--- src/hw/rtl/graph_bfs_tree_cost_core_macros.svh ---
// Assertion helpers for the BFS core. Expect clk_i and rst_ni in scope.
`ifndef GRAPH_BFS_TREE_COST_CORE_MACROS_SVH
`define GRAPH_BFS_TREE_COST_CORE_MACROS_SVH

// same-cycle implication
`define GBTC_ASSERT_IMP(name, ante, cons, msg) \
  name: assert property (@(posedge clk_i) disable iff (!rst_ni) (ante) |-> (cons)) \
    else $error(msg);

// next-cycle implication
`define GBTC_ASSERT_NXT(name, ante, cons, msg) \
  name: assert property (@(posedge clk_i) disable iff (!rst_ni) (ante) |=> (cons)) \
    else $error(msg);

`endif

--- src/hw/rtl/gbtc_pkg.sv ---
package gbtc_pkg;

  localparam int unsigned MAX_VERTICES_DEF = 32;
  localparam int unsigned MAX_EDGES_DEF    = 64;
  localparam int unsigned WEIGHT_BITS_DEF  = 16;

  localparam int unsigned OP_W        = 2;
  localparam int unsigned VTX_W       = 5;
  localparam int unsigned IN_WEIGHT_W = 16;
  localparam int unsigned VCOUNT_W    = 6;
  localparam int unsigned CNT_W       = VCOUNT_W + 1;
  localparam int unsigned COST_W      = 21;
  localparam int unsigned QUEUE_DEPTH = 32;
  localparam int unsigned QUEUE_AW    = $clog2(QUEUE_DEPTH);
  localparam int unsigned PTR_W       = QUEUE_AW + 1;
  localparam int unsigned STEP_W      = 4;

  localparam logic [VCOUNT_W-1:0] VCOUNT_RESET = VCOUNT_W'(32);
  localparam logic [COST_W-1:0]   COST_MAX     = '1;

  typedef enum logic [OP_W-1:0] {
    OP_ADD    = 2'd0,
    OP_SEARCH = 2'd1,
    OP_CLEAR  = 2'd2,
    OP_NOP    = 2'd3
  } op_e;

  typedef enum logic [3:0] {
    DP_NOP,
    DP_LATCH,
    DP_EDIT,
    DP_INIT,
    DP_POP,
    DP_EVAL,
    DP_DISCOVER,
    DP_EMIT_LAST,
    DP_EMIT_ERR
  } dp_op_e;

  typedef enum logic [3:0] {
    C_NEXT,
    C_ALWAYS,
    C_IS_SEARCH,
    C_SRC_BAD,
    C_Q_EMPTY,
    C_NO_EDGES,
    C_SCAN_ON,
    C_NOT_HIT,
    C_MORE
  } cond_e;

  typedef enum logic [1:0] {
    HOLD_NONE,
    HOLD_IN,
    HOLD_OUT
  } hold_e;

  localparam logic [STEP_W-1:0] ST_FETCH    = 4'd0;
  localparam logic [STEP_W-1:0] ST_DISPATCH = 4'd1;
  localparam logic [STEP_W-1:0] ST_EDIT     = 4'd2;
  localparam logic [STEP_W-1:0] ST_INIT     = 4'd3;
  localparam logic [STEP_W-1:0] ST_SETTLE   = 4'd4;
  localparam logic [STEP_W-1:0] ST_DEQ      = 4'd5;
  localparam logic [STEP_W-1:0] ST_SCAN     = 4'd6;
  localparam logic [STEP_W-1:0] ST_EVAL     = 4'd7;
  localparam logic [STEP_W-1:0] ST_TEST     = 4'd8;
  localparam logic [STEP_W-1:0] ST_DISC     = 4'd9;
  localparam logic [STEP_W-1:0] ST_BACK     = 4'd10;
  localparam logic [STEP_W-1:0] ST_FINAL    = 4'd11;
  localparam logic [STEP_W-1:0] ST_ERR      = 4'd12;

  typedef struct packed {
    hold_e               hold;
    cond_e               cond;
    logic [STEP_W-1:0]   target;
    dp_op_e              op;
  } uword_t;

  typedef struct packed {
    dp_op_e op;
    logic   fire;
  } ctrl_t;

  typedef struct packed {
    logic is_search;
    logic src_bad;
    logic q_empty;
    logic no_edges;
    logic scan_on;
    logic hit;
    logic more;
    logic out_free;
  } stat_t;

  function automatic uword_t mk_uword(hold_e h, cond_e c, logic [STEP_W-1:0] t, dp_op_e o);
    uword_t w;
    w.hold   = h;
    w.cond   = c;
    w.target = t;
    w.op     = o;
    return w;
  endfunction

  // control store
  function automatic uword_t ucode(logic [STEP_W-1:0] step);
    uword_t w;
    case (step)
      ST_FETCH:    w = mk_uword(HOLD_IN,   C_NEXT,      ST_FETCH, DP_LATCH);
      ST_DISPATCH: w = mk_uword(HOLD_NONE, C_IS_SEARCH, ST_INIT,  DP_NOP);
      ST_EDIT:     w = mk_uword(HOLD_NONE, C_ALWAYS,    ST_FETCH, DP_EDIT);
      ST_INIT:     w = mk_uword(HOLD_NONE, C_SRC_BAD,   ST_ERR,   DP_INIT);
      ST_SETTLE:   w = mk_uword(HOLD_NONE, C_NEXT,      ST_FETCH, DP_NOP);
      ST_DEQ:      w = mk_uword(HOLD_NONE, C_Q_EMPTY,   ST_FINAL, DP_POP);
      ST_SCAN:     w = mk_uword(HOLD_NONE, C_NO_EDGES,  ST_DEQ,   DP_NOP);
      ST_EVAL:     w = mk_uword(HOLD_NONE, C_SCAN_ON,   ST_EVAL,  DP_EVAL);
      ST_TEST:     w = mk_uword(HOLD_NONE, C_NOT_HIT,   ST_DEQ,   DP_NOP);
      ST_DISC:     w = mk_uword(HOLD_OUT,  C_MORE,      ST_EVAL,  DP_DISCOVER);
      ST_BACK:     w = mk_uword(HOLD_NONE, C_ALWAYS,    ST_DEQ,   DP_NOP);
      ST_FINAL:    w = mk_uword(HOLD_OUT,  C_ALWAYS,    ST_FETCH, DP_EMIT_LAST);
      ST_ERR:      w = mk_uword(HOLD_OUT,  C_ALWAYS,    ST_FETCH, DP_EMIT_ERR);
      default:     w = mk_uword(HOLD_NONE, C_ALWAYS,    ST_FETCH, DP_NOP);
    endcase
    return w;
  endfunction

endpackage

--- src/hw/rtl/gbtc_if.sv ---
interface gbtc_in_if;
  logic                                valid;
  logic                                ready;
  logic [gbtc_pkg::OP_W-1:0]           op;
  logic [gbtc_pkg::VTX_W-1:0]          endpoint_a;
  logic [gbtc_pkg::VTX_W-1:0]          endpoint_b;
  logic [gbtc_pkg::IN_WEIGHT_W-1:0]    weight;
  logic [gbtc_pkg::VTX_W-1:0]          source_vertex;

  modport source (output valid, op, endpoint_a, endpoint_b, weight, source_vertex,
                  input ready);
  modport sink (input valid, op, endpoint_a, endpoint_b, weight, source_vertex,
                output ready);
endinterface

interface gbtc_out_if;
  logic                          valid;
  logic                          ready;
  logic [gbtc_pkg::VTX_W-1:0]    vertex;
  logic [gbtc_pkg::COST_W-1:0]   total_cost;
  logic                          last;
  logic                          source_error;
  logic                          edges_dropped;

  modport source (output valid, vertex, total_cost, last, source_error, edges_dropped,
                  input ready);
  modport sink (input valid, vertex, total_cost, last, source_error, edges_dropped,
                output ready);
endinterface

interface gbtc_cfg_if;
  logic                            valid;
  logic                            ready;
  logic [gbtc_pkg::VCOUNT_W-1:0]   vertex_count;

  modport source (output valid, vertex_count, input ready);
  modport sink (input valid, vertex_count, output ready);
endinterface

--- src/hw/rtl/gbtc_ram.sv ---
module gbtc_ram #(
  parameter int unsigned Width = gbtc_pkg::VTX_W,
  parameter int unsigned Depth = gbtc_pkg::QUEUE_DEPTH,
  localparam int unsigned AddrW = (Depth > 1) ? $clog2(Depth) : 1
) (
  input  logic             clk_i,
  input  logic             we_i,
  input  logic [AddrW-1:0] waddr_i,
  input  logic [Width-1:0] wdata_i,
  input  logic [AddrW-1:0] raddr_i,
  output logic [Width-1:0] rdata_o
);

  logic [Width-1:0] mem_q [Depth];
  logic [Width-1:0] rdata_q;

  always_ff @(posedge clk_i) begin
    if (we_i) begin
      mem_q[waddr_i] <= wdata_i;
    end
    rdata_q <= mem_q[raddr_i];
  end

  assign rdata_o = rdata_q;

endmodule

--- src/hw/rtl/gbtc_seq.sv ---
module gbtc_seq (
  input  logic            clk_i,
  input  logic            rst_ni,
  input  logic            in_valid_i,
  input  gbtc_pkg::stat_t stat_i,
  output gbtc_pkg::ctrl_t ctrl_o,
  output logic            in_ready_o
);

  logic [gbtc_pkg::STEP_W-1:0] pc_q, pc_d;
  gbtc_pkg::uword_t            uw;
  logic                        go;
  logic                        take;

  assign uw = gbtc_pkg::ucode(pc_q);

  always_comb begin
    case (uw.hold)
      gbtc_pkg::HOLD_NONE: go = 1'b1;
      gbtc_pkg::HOLD_IN:   go = in_valid_i;
      gbtc_pkg::HOLD_OUT:  go = stat_i.out_free;
      default:             go = 1'b0;
    endcase

    case (uw.cond)
      gbtc_pkg::C_NEXT:      take = 1'b0;
      gbtc_pkg::C_ALWAYS:    take = 1'b1;
      gbtc_pkg::C_IS_SEARCH: take = stat_i.is_search;
      gbtc_pkg::C_SRC_BAD:   take = stat_i.src_bad;
      gbtc_pkg::C_Q_EMPTY:   take = stat_i.q_empty;
      gbtc_pkg::C_NO_EDGES:  take = stat_i.no_edges;
      gbtc_pkg::C_SCAN_ON:   take = stat_i.scan_on;
      gbtc_pkg::C_NOT_HIT:   take = !stat_i.hit;
      gbtc_pkg::C_MORE:      take = stat_i.more;
      default:               take = 1'b0;
    endcase

    if (!go) begin
      pc_d = pc_q;
    end else if (take) begin
      pc_d = uw.target;
    end else begin
      pc_d = pc_q + gbtc_pkg::STEP_W'(1);
    end
  end

  always_ff @(posedge clk_i or negedge rst_ni) begin
    if (!rst_ni) begin
      pc_q <= gbtc_pkg::ST_FETCH;
    end else begin
      pc_q <= pc_d;
    end
  end

  assign ctrl_o.op   = uw.op;
  assign ctrl_o.fire = go;
  assign in_ready_o  = (uw.hold == gbtc_pkg::HOLD_IN);

endmodule

--- src/hw/rtl/gbtc_datapath.sv ---
module gbtc_datapath #(
  parameter int unsigned MaxVertices = gbtc_pkg::MAX_VERTICES_DEF,
  parameter int unsigned MaxEdges    = gbtc_pkg::MAX_EDGES_DEF,
  parameter int unsigned WeightBits  = gbtc_pkg::WEIGHT_BITS_DEF
) (
  input  logic                                clk_i,
  input  logic                                rst_ni,
  input  gbtc_pkg::ctrl_t                     ctrl_i,
  output gbtc_pkg::stat_t                     stat_o,
  input  logic                                cfg_we_i,
  input  logic [gbtc_pkg::VCOUNT_W-1:0]       cfg_vcount_i,
  input  logic [gbtc_pkg::OP_W-1:0]           op_i,
  input  logic [gbtc_pkg::VTX_W-1:0]          endpoint_a_i,
  input  logic [gbtc_pkg::VTX_W-1:0]          endpoint_b_i,
  input  logic [gbtc_pkg::IN_WEIGHT_W-1:0]    weight_i,
  input  logic [gbtc_pkg::VTX_W-1:0]          source_vertex_i,
  input  logic                                out_ready_i,
  output logic                                out_valid_o,
  output logic [gbtc_pkg::VTX_W-1:0]          vertex_o,
  output logic [gbtc_pkg::COST_W-1:0]         total_cost_o,
  output logic                                last_o,
  output logic                                source_error_o,
  output logic                                edges_dropped_o
);

  localparam int unsigned VW     = gbtc_pkg::VTX_W;
  localparam int unsigned CntW   = gbtc_pkg::CNT_W;
  localparam int unsigned CostW  = gbtc_pkg::COST_W;
  localparam int unsigned PtrW   = gbtc_pkg::PTR_W;
  localparam int unsigned QAW    = gbtc_pkg::QUEUE_AW;
  localparam int unsigned VIdxW  = (MaxVertices > 1) ? $clog2(MaxVertices) : 1;
  localparam int unsigned EcW    = $clog2(MaxEdges + 1);
  localparam int unsigned EAW    = (MaxEdges > 1) ? $clog2(MaxEdges) : 1;
  localparam int unsigned EdgeW  = 2 * VW + WeightBits;
  localparam int unsigned SumW   = ((WeightBits > CostW) ? WeightBits : CostW) + 1;

  logic [gbtc_pkg::VCOUNT_W-1:0] vc_q;
  logic [EcW-1:0]                total_q;
  logic                          flag_q;
  logic                          out_valid_q;

  logic [gbtc_pkg::OP_W-1:0]     op_q;
  logic [VW-1:0]                 a_q, b_q, src_q;
  logic [WeightBits-1:0]         win_q;
  logic [MaxVertices-1:0]        visited_q;
  logic [CostW-1:0]              cost_q;
  logic [PtrW-1:0]               head_q, head_d, tail_q;
  logic [VW-1:0]                 u_q, nb_q, pend_q;
  logic [EcW-1:0]                ei_q, ei_d;
  logic                          hit_q;
  logic [WeightBits-1:0]         wsel_q;

  logic [VW-1:0]                 out_vertex_q;
  logic [CostW-1:0]              out_cost_q;
  logic                          out_last_q, out_err_q, out_drop_q;

  logic                          fire;
  logic [CntW-1:0]               cnt;
  logic                          add_ok, store_full;

  logic                          e_we;
  logic [EdgeW-1:0]              e_rdata;
  logic [VW-1:0]                 ea, eb;
  logic [WeightBits-1:0]         ew;
  logic                          e_ok, touch_a, touches, hit_now;
  logic [VW-1:0]                 nb_now;

  logic                          q_we;
  logic [QAW-1:0]                q_waddr;
  logic [VW-1:0]                 q_wdata, q_rdata;
  logic                          q_room;

  logic [SumW-1:0]               cost_sum;
  logic [CostW-1:0]              cost_sat;
  logic                          emit;

  assign fire = ctrl_i.fire;

  assign cnt = (CntW'(vc_q) > CntW'(MaxVertices)) ? CntW'(MaxVertices) : CntW'(vc_q);

  assign add_ok     = (CntW'(a_q) < cnt) && (CntW'(b_q) < cnt);
  assign store_full = (total_q >= EcW'(MaxEdges));
  assign e_we = fire && (ctrl_i.op == gbtc_pkg::DP_EDIT) && (op_q == gbtc_pkg::OP_ADD)
                && add_ok && !store_full;

  // edge store address follows the next index so data lines up with ei_q
  always_comb begin
    ei_d = ei_q;
    if (fire && ctrl_i.op == gbtc_pkg::DP_POP) begin
      ei_d = '0;
    end else if (fire && ctrl_i.op == gbtc_pkg::DP_EVAL) begin
      ei_d = ei_q + EcW'(1);
    end
  end

  gbtc_ram #(
    .Width (EdgeW),
    .Depth (MaxEdges)
  ) u_edge_ram (
    .clk_i   (clk_i),
    .we_i    (e_we),
    .waddr_i (total_q[EAW-1:0]),
    .wdata_i ({a_q, b_q, win_q}),
    .raddr_i (ei_d[EAW-1:0]),
    .rdata_o (e_rdata)
  );

  assign ea = e_rdata[EdgeW-1 -: VW];
  assign eb = e_rdata[WeightBits +: VW];
  assign ew = e_rdata[WeightBits-1:0];

  assign e_ok    = (CntW'(ea) < cnt) && (CntW'(eb) < cnt);
  assign touch_a = (ea == u_q);
  assign touches = touch_a || (eb == u_q);
  assign nb_now  = touch_a ? eb : ea;
  assign hit_now = e_ok && touches && !visited_q[VIdxW'(nb_now)];

  always_comb begin
    head_d = head_q;
    if (fire && ctrl_i.op == gbtc_pkg::DP_INIT) begin
      head_d = '0;
    end else if (fire && ctrl_i.op == gbtc_pkg::DP_POP) begin
      head_d = head_q + PtrW'(1);
    end
  end

  assign q_room  = (tail_q < PtrW'(gbtc_pkg::QUEUE_DEPTH));
  assign q_we    = fire && ((ctrl_i.op == gbtc_pkg::DP_INIT)
                   || (ctrl_i.op == gbtc_pkg::DP_DISCOVER && q_room));
  assign q_waddr = (ctrl_i.op == gbtc_pkg::DP_INIT) ? '0 : tail_q[QAW-1:0];
  assign q_wdata = (ctrl_i.op == gbtc_pkg::DP_INIT) ? src_q : nb_q;

  gbtc_ram #(
    .Width (VW),
    .Depth (gbtc_pkg::QUEUE_DEPTH)
  ) u_queue_ram (
    .clk_i   (clk_i),
    .we_i    (q_we),
    .waddr_i (q_waddr),
    .wdata_i (q_wdata),
    .raddr_i (head_d[QAW-1:0]),
    .rdata_o (q_rdata)
  );

  assign cost_sum = SumW'(cost_q) + SumW'(wsel_q);
  assign cost_sat = (cost_sum > SumW'(gbtc_pkg::COST_MAX)) ? gbtc_pkg::COST_MAX
                                                          : cost_sum[CostW-1:0];

  assign emit = fire && ((ctrl_i.op == gbtc_pkg::DP_DISCOVER)
                || (ctrl_i.op == gbtc_pkg::DP_EMIT_LAST)
                || (ctrl_i.op == gbtc_pkg::DP_EMIT_ERR));

  always_ff @(posedge clk_i or negedge rst_ni) begin
    if (!rst_ni) begin
      vc_q        <= gbtc_pkg::VCOUNT_RESET;
      total_q     <= '0;
      flag_q      <= 1'b0;
      out_valid_q <= 1'b0;
    end else begin
      if (cfg_we_i) begin
        vc_q <= cfg_vcount_i;
      end
      if (fire && ctrl_i.op == gbtc_pkg::DP_EDIT) begin
        if (op_q == gbtc_pkg::OP_ADD && add_ok) begin
          if (store_full) begin
            flag_q <= 1'b1;
          end else begin
            total_q <= total_q + EcW'(1);
          end
        end else if (op_q == gbtc_pkg::OP_CLEAR) begin
          total_q <= '0;
          flag_q  <= 1'b0;
        end
      end
      if (emit) begin
        out_valid_q <= 1'b1;
      end else if (out_ready_i) begin
        out_valid_q <= 1'b0;
      end
    end
  end

  always_ff @(posedge clk_i) begin
    ei_q   <= ei_d;
    head_q <= head_d;
    if (fire) begin
      case (ctrl_i.op)
        gbtc_pkg::DP_LATCH: begin
          op_q  <= op_i;
          a_q   <= endpoint_a_i;
          b_q   <= endpoint_b_i;
          win_q <= WeightBits'(weight_i);
          src_q <= source_vertex_i;
        end
        gbtc_pkg::DP_INIT: begin
          visited_q <= MaxVertices'(1) << src_q;
          cost_q    <= '0;
          tail_q    <= PtrW'(1);
          pend_q    <= src_q;
        end
        gbtc_pkg::DP_POP: begin
          u_q <= q_rdata;
        end
        gbtc_pkg::DP_EVAL: begin
          hit_q  <= hit_now;
          nb_q   <= nb_now;
          wsel_q <= ew;
        end
        gbtc_pkg::DP_DISCOVER: begin
          visited_q[VIdxW'(nb_q)] <= 1'b1;
          cost_q                  <= cost_sat;
          pend_q                  <= nb_q;
          if (q_room) begin
            tail_q <= tail_q + PtrW'(1);
          end
          out_vertex_q <= pend_q;
          out_cost_q   <= '0;
          out_last_q   <= 1'b0;
          out_err_q    <= 1'b0;
          out_drop_q   <= flag_q;
        end
        gbtc_pkg::DP_EMIT_LAST: begin
          out_vertex_q <= pend_q;
          out_cost_q   <= cost_q;
          out_last_q   <= 1'b1;
          out_err_q    <= 1'b0;
          out_drop_q   <= flag_q;
        end
        gbtc_pkg::DP_EMIT_ERR: begin
          out_vertex_q <= '0;
          out_cost_q   <= '0;
          out_last_q   <= 1'b1;
          out_err_q    <= 1'b1;
          out_drop_q   <= flag_q;
        end
        default: begin
        end
      endcase
    end
  end

  assign stat_o.is_search = (op_q == gbtc_pkg::OP_SEARCH);
  assign stat_o.src_bad   = (CntW'(src_q) >= cnt);
  assign stat_o.q_empty   = (head_q == tail_q);
  assign stat_o.no_edges  = (total_q == '0);
  assign stat_o.scan_on   = !hit_now && ((ei_q + EcW'(1)) < total_q);
  assign stat_o.hit       = hit_q;
  assign stat_o.more      = (ei_q < total_q);
  assign stat_o.out_free  = !out_valid_q || out_ready_i;

  assign out_valid_o     = out_valid_q;
  assign vertex_o        = out_vertex_q;
  assign total_cost_o    = out_cost_q;
  assign last_o          = out_last_q;
  assign source_error_o  = out_err_q;
  assign edges_dropped_o = out_drop_q;

endmodule

--- src/hw/rtl/graph_bfs_tree_cost_core.sv ---
// Breadth-first search engine over a stored list of weighted undirected edges.
// Op add stores an edge (dropped edges set a sticky flag, edges touching a
// vertex at or above vertex_count are ignored), op clear empties the store.
// Op search emits each visited vertex in visit order; the last item carries
// the saturated sum of discovering edge weights. A bad source gives a single
// error item. A small microcoded sequencer walks the edge store once per
// dequeued vertex, one edge per cycle through its single read port, pausing
// at each discovery, which waits until the output register is free. One item
// is handled at a time; the output register lets the next item be taken
// while the last result is still waiting.
`include "graph_bfs_tree_cost_core_macros.svh"

module graph_bfs_tree_cost_core #(
  parameter int unsigned MaxVertices = gbtc_pkg::MAX_VERTICES_DEF,
  parameter int unsigned MaxEdges    = gbtc_pkg::MAX_EDGES_DEF,
  parameter int unsigned WeightBits  = gbtc_pkg::WEIGHT_BITS_DEF
) (
  input  logic       clk_i,
  input  logic       rst_ni,
  gbtc_in_if.sink    item_in_i,
  gbtc_out_if.source item_out_o,
  gbtc_cfg_if.sink   cfg_i
);

  gbtc_pkg::ctrl_t ctrl;
  gbtc_pkg::stat_t stat;
  logic            in_ready;

  assign item_in_i.ready = in_ready;
  assign cfg_i.ready     = 1'b1;

  gbtc_seq u_seq (
    .clk_i      (clk_i),
    .rst_ni     (rst_ni),
    .in_valid_i (item_in_i.valid),
    .stat_i     (stat),
    .ctrl_o     (ctrl),
    .in_ready_o (in_ready)
  );

  gbtc_datapath #(
    .MaxVertices (MaxVertices),
    .MaxEdges    (MaxEdges),
    .WeightBits  (WeightBits)
  ) u_datapath (
    .clk_i           (clk_i),
    .rst_ni          (rst_ni),
    .ctrl_i          (ctrl),
    .stat_o          (stat),
    .cfg_we_i        (cfg_i.valid),
    .cfg_vcount_i    (cfg_i.vertex_count),
    .op_i            (item_in_i.op),
    .endpoint_a_i    (item_in_i.endpoint_a),
    .endpoint_b_i    (item_in_i.endpoint_b),
    .weight_i        (item_in_i.weight),
    .source_vertex_i (item_in_i.source_vertex),
    .out_ready_i     (item_out_o.ready),
    .out_valid_o     (item_out_o.valid),
    .vertex_o        (item_out_o.vertex),
    .total_cost_o    (item_out_o.total_cost),
    .last_o          (item_out_o.last),
    .source_error_o  (item_out_o.source_error),
    .edges_dropped_o (item_out_o.edges_dropped)
  );

  `GBTC_ASSERT_IMP(a_err_item_shape, item_out_o.valid && item_out_o.source_error, item_out_o.last && item_out_o.vertex == '0 && item_out_o.total_cost == '0, "error item malformed")
  `GBTC_ASSERT_IMP(a_cost_only_last, item_out_o.valid && !item_out_o.last, item_out_o.total_cost == '0, "cost on non-final item")
  `GBTC_ASSERT_NXT(a_final_emitted, ctrl.fire && ctrl.op == gbtc_pkg::DP_EMIT_LAST, item_out_o.valid && item_out_o.last && !item_out_o.source_error, "final item missing")

endmodule
--- src/flat_wrapper.sv ---
// flat-port wrapper written by rule: the top's interface ports become plain ports
module graph_bfs_tree_cost_core_flat 
#(
  parameter int unsigned MaxVertices = gbtc_pkg::MAX_VERTICES_DEF,
  parameter int unsigned MaxEdges    = gbtc_pkg::MAX_EDGES_DEF,
  parameter int unsigned WeightBits  = gbtc_pkg::WEIGHT_BITS_DEF
)
  (clk_i, rst_ni, item_in_i_valid, item_in_i_op, item_in_i_endpoint_a, item_in_i_endpoint_b, item_in_i_weight, item_in_i_source_vertex, item_in_i_ready, item_out_o_valid, item_out_o_vertex, item_out_o_total_cost, item_out_o_last, item_out_o_source_error, item_out_o_edges_dropped, item_out_o_ready, cfg_i_valid, cfg_i_vertex_count, cfg_i_ready);
  gbtc_in_if item_in_i_i ();
  gbtc_out_if item_out_o_i ();
  gbtc_cfg_if cfg_i_i ();
  input  logic clk_i;
  input  logic rst_ni;
  input wire logic [$bits(item_in_i_i.valid)-1:0] item_in_i_valid;
  input wire logic [$bits(item_in_i_i.op)-1:0] item_in_i_op;
  input wire logic [$bits(item_in_i_i.endpoint_a)-1:0] item_in_i_endpoint_a;
  input wire logic [$bits(item_in_i_i.endpoint_b)-1:0] item_in_i_endpoint_b;
  input wire logic [$bits(item_in_i_i.weight)-1:0] item_in_i_weight;
  input wire logic [$bits(item_in_i_i.source_vertex)-1:0] item_in_i_source_vertex;
  output wire logic [$bits(item_in_i_i.ready)-1:0] item_in_i_ready;
  output wire logic [$bits(item_out_o_i.valid)-1:0] item_out_o_valid;
  output wire logic [$bits(item_out_o_i.vertex)-1:0] item_out_o_vertex;
  output wire logic [$bits(item_out_o_i.total_cost)-1:0] item_out_o_total_cost;
  output wire logic [$bits(item_out_o_i.last)-1:0] item_out_o_last;
  output wire logic [$bits(item_out_o_i.source_error)-1:0] item_out_o_source_error;
  output wire logic [$bits(item_out_o_i.edges_dropped)-1:0] item_out_o_edges_dropped;
  input wire logic [$bits(item_out_o_i.ready)-1:0] item_out_o_ready;
  input wire logic [$bits(cfg_i_i.valid)-1:0] cfg_i_valid;
  input wire logic [$bits(cfg_i_i.vertex_count)-1:0] cfg_i_vertex_count;
  output wire logic [$bits(cfg_i_i.ready)-1:0] cfg_i_ready;
  assign item_in_i_i.valid = item_in_i_valid;
  assign item_in_i_i.op = item_in_i_op;
  assign item_in_i_i.endpoint_a = item_in_i_endpoint_a;
  assign item_in_i_i.endpoint_b = item_in_i_endpoint_b;
  assign item_in_i_i.weight = item_in_i_weight;
  assign item_in_i_i.source_vertex = item_in_i_source_vertex;
  assign item_in_i_ready = item_in_i_i.ready;
  assign item_out_o_valid = item_out_o_i.valid;
  assign item_out_o_vertex = item_out_o_i.vertex;
  assign item_out_o_total_cost = item_out_o_i.total_cost;
  assign item_out_o_last = item_out_o_i.last;
  assign item_out_o_source_error = item_out_o_i.source_error;
  assign item_out_o_edges_dropped = item_out_o_i.edges_dropped;
  assign item_out_o_i.ready = item_out_o_ready;
  assign cfg_i_i.valid = cfg_i_valid;
  assign cfg_i_i.vertex_count = cfg_i_vertex_count;
  assign cfg_i_ready = cfg_i_i.ready;
  graph_bfs_tree_cost_core #(.MaxVertices(MaxVertices), .MaxEdges(MaxEdges), .WeightBits(WeightBits)) u_core (.clk_i(clk_i), .rst_ni(rst_ni), .item_in_i(item_in_i_i), .item_out_o(item_out_o_i), .cfg_i(cfg_i_i));
endmodule
--- config.mk ---
export PLATFORM = sky130hd
export DESIGN_NAME = graph_bfs_tree_cost_core_flat
export DESIGN_NICKNAME = d
export VERILOG_FILES = /design/src/hw/rtl/gbtc_pkg.sv /design/src/hw/rtl/gbtc_if.sv /design/src/hw/rtl/gbtc_ram.sv /design/src/hw/rtl/gbtc_seq.sv /design/src/hw/rtl/gbtc_datapath.sv /design/src/hw/rtl/graph_bfs_tree_cost_core.sv /design/src/flat_wrapper.sv
export VERILOG_INCLUDE_DIRS = /design/src /design/src/hw/rtl
export SDC_FILE = /design/constraint.sdc
export NUM_CORES = 2
export LEC_CHECK = 0
export BUFFER_PORTS_ARGS = -buffer_cell sky130_fd_sc_hd__buf_4
export CAP_MARGIN = 15
export CORE_MARGIN = 2
export CORE_UTILIZATION = 40
export CTS_CLUSTER_SIZE = 25
export DETAILED_ROUTE_END_ITERATION = 7
export PLACE_DENSITY_LB_ADDON = 0.05
export SLEW_MARGIN = 10
export SYNTH_ARGS = -nofsm -noshare
export SYNTH_HDL_FRONTEND = slang
export SYNTH_SLANG_ARGS = --single-unit
--- constraint.sdc ---
create_clock -name clk_i -period 6.5 [get_ports clk_i]
set_input_delay 0.65 -clock clk_i [delete_from_list [all_inputs] [get_ports clk_i]]
set_output_delay 0.65 -clock clk_i [all_outputs]
set_load 0.03 [all_outputs]
# ---- After elaboration in Yosys (flattened, before gate mapping)
# Memories as Yosys holds them, arrays and structs flattened. A register that Yosys moved wholly into a read port is not among the register bits.
# Cells that the tools add are included.
dict set report op_classes {
  magnitude_cmp 14
  n_addsub 6
  reduce_logical 51
  eq_ne 26
  div 0
  n_mux 37
  mul 0
  bitwise_logic 1
  shift 1
}
# operator count
set op_table {}
lappend op_table {{$pmux W21 S2} 2}
lappend op_table {{$pmux W32 S2} 1}
lappend op_table {{$eq A4 B3 Y1 const B} 8}
lappend op_table {{$or A32 B32 Y32} 1}
lappend op_table {{$shl A1 B5 Y32 const A} 1}
lappend op_table {{$mux W5} 5}
lappend op_table {{$lt A5 B6 Y1} 4}
lappend op_table {{$mux W6} 4}
lappend op_table {{$add A21 B16 Y22} 1}
lappend op_table {{$gt A22 B21 Y1 const B} 1}
lappend op_table {{$mux W21} 1}
lappend op_table {{$mux W7} 3}
lappend op_table {{$pmux W5 S2} 2}
lappend op_table {{$logic_and A1 B1 Y1} 17}
lappend op_table {{$eq A4 B2 Y1 const B} 4}
lappend op_table {{$reduce_and A2 Y1} 8}
lappend op_table {{$add A7 B1 Y7 const B} 2}
lappend op_table {{$lt A7 B7 Y1} 2}
lappend op_table {{$add A6 B1 Y6 const B} 2}
lappend op_table {{$lt A5 B6 Y1 const B} 2}
lappend op_table {{$pmux W6 S2} 1}
lappend op_table {{$reduce_bool A2 Y1} 6}
lappend op_table {{$mux W1} 11}
lappend op_table {{$eq A5 B5 Y1} 2}
lappend op_table {{25 further kinds} 45}
dict set report word_totals {
  inputBits 44
  romBits 224
  memories 3
  wordCells 166
  register_bits 185
  mem_bits_rw 1824
  latch_bits 0
}
# name depth width rd rd_clocked_by_memory_dff wr line
set memory_table {}
lappend memory_table {u_core.u_datapath.u_edge_ram.mem_q 64 26 1 1 1 gbtc_ram.sv:14} ;# logic [Width-1:0] mem_q [Depth];
lappend memory_table {{(no name shown)} 16 14 1 0 0 gbtc_pkg.sv:107} ;# case (step)
lappend memory_table {u_core.u_datapath.u_queue_ram.mem_q 32 5 1 1 1 gbtc_ram.sv:14}

# ---- Depth between registers and ports, before layout
dict set report depth {
  word_depth 10
  mapped_depth 16
  ltp_nobuf 13
}

# ---- Hierarchy
# Synthesis repeated with hierarchy kept, for this count alone.
dict set report hier_totals {
  hier_cells 4007
  area_unflattened_um2 80734.9
}
# module area_per_inst_um2 instances cells_each
set by_module_without_submodules {}
lappend by_module_without_submodules {{gbtc_ram at u_core.u_datapath.u_edge_ram} 64182.8 1 2841}
lappend by_module_without_submodules {gbtc_datapath 9442.8 1 791}
lappend by_module_without_submodules {{gbtc_ram at u_core.u_datapath.u_queue_ram} 6344.8 1 277}
lappend by_module_without_submodules {gbtc_seq 753.2 1 96}
lappend by_module_without_submodules {graph_bfs_tree_cost_core 11.3 1 2}

# ---- Worst setup path before layout
# Ideal clock, no wire load.
dict set report synth_path {
  path_kind {register to register}
  from {reg (tool-made name)}
  to {mem u_core.u_datapath.u_queue_ram.mem_q[24][0] (netlist bit) (enable)}
  arrival_time_ns 5.824
  path_stages_with_launch 11
  setup_slack_ns 0.302
  setup_ns 0.374
  synth_period_minus_slack_ns 6.198
  n_path_buf 2
  cell_sequence {dfrtp_1 > buf_2 > inv_1 > ha_1 > clkbuf_1 > a32oi_1 > o21ai_1 > a21oi_1 > a21boi_0 > nand2_1 > nor3_1}
}
# item line
set synth_lines {}
lappend synth_lines {{end, declared} gbtc_ram.sv:14}

# ---- Worst setup path in the final report
dict set report layout_path {
  from {reg u_core.u_seq.pc_q[3] (netlist bit)}
  to {reg u_core.u_datapath.u_edge_ram.rdata_q[11] (netlist: u_core.u_datapath.u_edge_ram.rdata_o[11]), read port of u_core.u_datapath.u_edge_ram.mem_q}
}
dict set report layout_between {
  elab_chain_cells 6
  elab_cells_between_ends 11
  cone_classes {eq/ne: 4; mux: 3; reduce/logical: 3; memory: 1}
}
# item line
set layout_rtl {}
lappend layout_rtl {{start, declared} gbtc_seq.sv:10} ;# logic [gbtc_pkg::STEP_W-1:0] pc_q, pc_d;
lappend layout_rtl {{start signal, assigned} gbtc_seq.sv:49} ;# pc_q <= gbtc_pkg::ST_FETCH;
lappend layout_rtl {{start signal, assigned} gbtc_seq.sv:51} ;# pc_q <= pc_d;
lappend layout_rtl {{$mem_v2 Z16 W14 *} n/a}
lappend layout_rtl {{$eq A2 B2 Y1, or another cell as far along} gbtc_seq.sv:18} ;# case (uw.hold)
lappend layout_rtl {{$pmux W1 S3} gbtc_seq.sv:18}
lappend layout_rtl {{$logic_and A1 B1 Y1} gbtc_datapath.sv:91} ;# end else if (fire && ctrl_i.op == gbtc_pkg::DP_EVAL) begin
lappend layout_rtl {{$mux W6} gbtc_datapath.sv:91}
lappend layout_rtl {{$mux W6 *} gbtc_datapath.sv:89} ;# if (fire && ctrl_i.op == gbtc_pkg::DP_POP) begin
lappend layout_rtl {{end, declared} gbtc_ram.sv:15} ;# logic [Width-1:0] rdata_q;
# Every way passes the cells marked *; elsewhere a longest branch is shown, timed or not.
# A chain may end at the register's enable or synchronous reset.

==> metrics.txt <==
final cell count without fillers=8982; H-tree depth=4; Core ar.=209000 sq um; I/O pins=76; PnR Total Power=42.3 mW; Pre-Repair DR Iteration Count=6; critical path class=flip-flop to flip-flop; row count=168; area occupied by multi-input gates=22400 sq um; final count of hold timing violations=0; dpl cell area=88700 sq um; first-pass GRT wire length=355 mm; critical path data required time=7.18 ns; Arrival @ worst endpoint=5.99 ns; antenna violations before repair=21; most common cell after layout, fill and taps aside=edfxtp_1; Yosys cell types=82; WHS Path Cells=1; min-delay src=item_in_i_endpoint_a[1]; Skew-Pair Late Insertion Delay=0.86 ns; die area=214000 sq um; relative max-transition margin=23.0%; worst setup skew after layout=0.0301 ns; Max VDD drop=307 uV; Synth Instances=5909; Reg clk slew, reported paths=0.06 ns; Synth top area share=70.5%; Die Ht=463 um; Hold Path Class=input pin to flip-flop; nets=6095; Max-cap violations=0; clk buf depth=3; PortBufs=74; Metal-1 WL=115 mm; Slew @ Worst Pin=1.15 ns; Synth Area per Inst=14.2 sq um; Non-Filler Cell Area, Final=95900 sq um; Final ANT Viol Nets=0; Post CTS Setup Buffer Count=0; vias in the first global route=48400; Via-to-Cell Ratio=5.55; critical path cell sequence=nor2b_1 -> nand2_1 -> o21a_4 -> buf_4 -> buf_4 -> a31oi_1 -> mux2i_1 -> mux2i_1 -> mux2i_1 -> mux2i_1; async set-reset flop share out of synthesis=0.931%; DR WL/cell=27.7 um; top sig layer=met5; Final setup viols=0; Power per Cell Area=442 nW/um^2; Post-synth top flop=edfxtp_1; crit path launch type=flip-flop; FF+latch count, synth=2040; Synth area leaders=edfxtp_1 71%, mux2i_1 5.3%, nand2_1 4.4%; area delta synth->final=13.9%; iteration-0 DRC count of the detailed router=5109; RSZ-0062 raised after global routing=false; GRT overflow=0; register area share after synthesis=72.1%; layout cells sized above 1=10.3%; HPWL Detailed=147 mm; outcome=completed; TritonCTS Buffers=218; Worst Hold End=u_core.u_datapath.a_q[1]; Synth area leader=edfxtp_1; R2R Setup Slk=1.19 ns; synth warn=0; met2 wire len=115 mm; initial core utilization=40.2%; worst hold margin=0.0635 ns; fin crit share=81.7%; Sink Count=2040; number of enable flip-flop cells after synthesis=1977; FF/Latch Area=60700 sq um; Max Slew Vio Count=0; Root Buffer=clkbuf_16; Tot GR Track Use=22.8%; routability cong.=0.818; Die W=463 um; Vias=49800; metal3 WL=12.3 mm; WL final=249 mm; CP peak stage delay=0.86 ns; placed cells=8536; r2r endpoint=u_core.u_datapath.u_edge_ram.rdata_o[11]; fill count=18700; # DRC=0; R2R depth=10; largest net degree at the start of global routing=137; slowest stage cell on the critical path=dfrtp_1; start of the worst register-to-register path=u_core.u_seq.pc_q[3]; Mapped Nets=6016; Final TNS setup=0 ns; mapped cell area=84200 sq um; minimum clock period=5.31 ns; CP Max Fanout=47; Worst path most repeated cell=mux2i_1; LEAKAGE=32.1 nW; Achievable Freq=188 MHz; most frequent cells in the layout=1977 x edfxtp_1, 975 x nand2_1, 461 x and2_1, 447 x mux2i_1, 439 x a211oi_1; CTS tree=yes; Setup crit end kind=flip-flop
## Yosys cell counts (30+ instances only)
cell and number:
o22ai_1 34, edfxtp_1 1977, clkbuf_1 322, nand2_1 977, a31oi_1 426, and2_1 461, buf_2 33, ha_1 62
nand3_1 39, a211oi_1 439, nor2_1 145, buf_1 30, a21oi_1 79, o21ai_0 32, mux2i_1 447, inv_1 31
dfxtp_1 44
## where the power goes
part / total (mW) / switching, mW / internal, mW
logic: 12.9 / 9.45 / 3.45
clock network: 12.0 / 5.15 / 6.87
registers: 17.4 / 0.875 / 16.5
total: 42.3 / 15.5 / 26.9
## area by class of cell
cell class,instances,area share [%]
clock buffers,296,6.19
well taps,2805,3.66
multi-input cells,3442,23.4
repair buffers,251,2.37
flip-flops and latches,2040,63.3
clock inverters,107,0.907
diodes,6,0.0157
inverters,35,0.145
## what timing repair did
action	in CTS	in global routing
hold buffers	35	0
hold endpoints to repair	53	0
resized for setup	0	0
## critical path, delay by kind of cell, from the launching register on
family | cells | cell delay, ns
buffers and inverters | 2 | 1.06
flip-flops | 1 | 0.86
AND/OR/NAND/NOR | 2 | 0.57
AO/OA/AOI/OAI | 2 | 0.96
multiplexers | 4 | 1.60
## worst max path at each step
stage,startpoint,end
detailed placement,flip-flop,u_core.u_datapath.u_edge_ram.rdata_o[11]
global route,flip-flop,u_core.u_datapath.u_edge_ram.rdata_o[11]
CTS,flip-flop,u_core.u_datapath.u_edge_ram.rdata_o[11]
floorplan,flip-flop,u_core.u_datapath.u_queue_ram.mem_q[24][0]
global placement,u_core.u_seq.pc_q[2],u_core.u_datapath.u_edge_ram.rdata_o[11]
finish,u_core.u_seq.pc_q[3],u_core.u_datapath.u_edge_ram.rdata_o[11]
## per-layer routing
layer,global-route usage (%),up-vias
li1,-,22600
met1,33.5,25500
met2,35.9,1336
met3,2.78,327
met4,5.98,2
met5,0,-
## through the flow
| stage | util (%) | setup WS, ns |
|---|---|---|
| 6_report | 45.8 | 1.19 |
| 3_3_place_gp | 42.3 | 1.35 |
| 2_1_floorplan | - | 0.302 |
| 4_1_cts | 45.8 | 1.26 |
| 3_5_place_dp | 42.3 | 1.28 |
| 5_1_grt | 45.8 | 1.03 |
## state kept, by name, indices dropped and copies added (netlist names), 2 cells and up, named ones only
| register | count |
|---|---|
| u_core.u_datapath.vc_q | 6 |
| u_core.u_datapath.win_q | 16 |
| u_core.u_datapath.u_queue_ram.mem_q | 160 |
| u_core.u_datapath.wsel_q | 16 |
| u_core.u_datapath.cost_q | 21 |
| u_core.u_datapath.tail_q | 6 |
| u_core.u_datapath.u_edge_ram.rdata_o | 26 |
| u_core.u_datapath.ei_q | 7 |
| u_core.u_datapath.a_q | 5 |
| u_core.u_datapath.total_q | 7 |
| u_core.u_datapath.vertex_o | 5 |
| u_core.u_datapath.u_q | 5 |
| u_core.u_datapath.b_q | 5 |
| u_core.u_datapath.src_q | 5 |
| u_core.u_datapath.op_q | 2 |
| u_core.u_datapath.u_queue_ram.rdata_o | 5 |
| u_core.u_datapath.u_edge_ram.mem_q | 1664 |
| u_core.u_seq.pc_q | 3 |
| u_core.u_datapath.pend_q | 5 |
| u_core.u_datapath.nb_q | 5 |
| u_core.u_datapath.total_cost_o | 21 |
| u_core.u_datapath.head_q | 6 |
| u_core.u_datapath.visited_q | 32 |
## cell families after synthesis
logic type | after synthesis | share of synthesized area (%)
adder cells (fa/ha/maj) | 63 | 0.945
XOR/XNOR | 46 | 0.487
flip-flops | 2040 | 72.1
AO/OA/AOI/OAI | 1130 | 9.17
multiplexers | 463 | 5.66
buffers and inverters | 427 | 2.00
other | 1 | 0.00445
AND/OR/NAND/NOR | 1739 | 9.61
(Power assumes the default switching activity.)
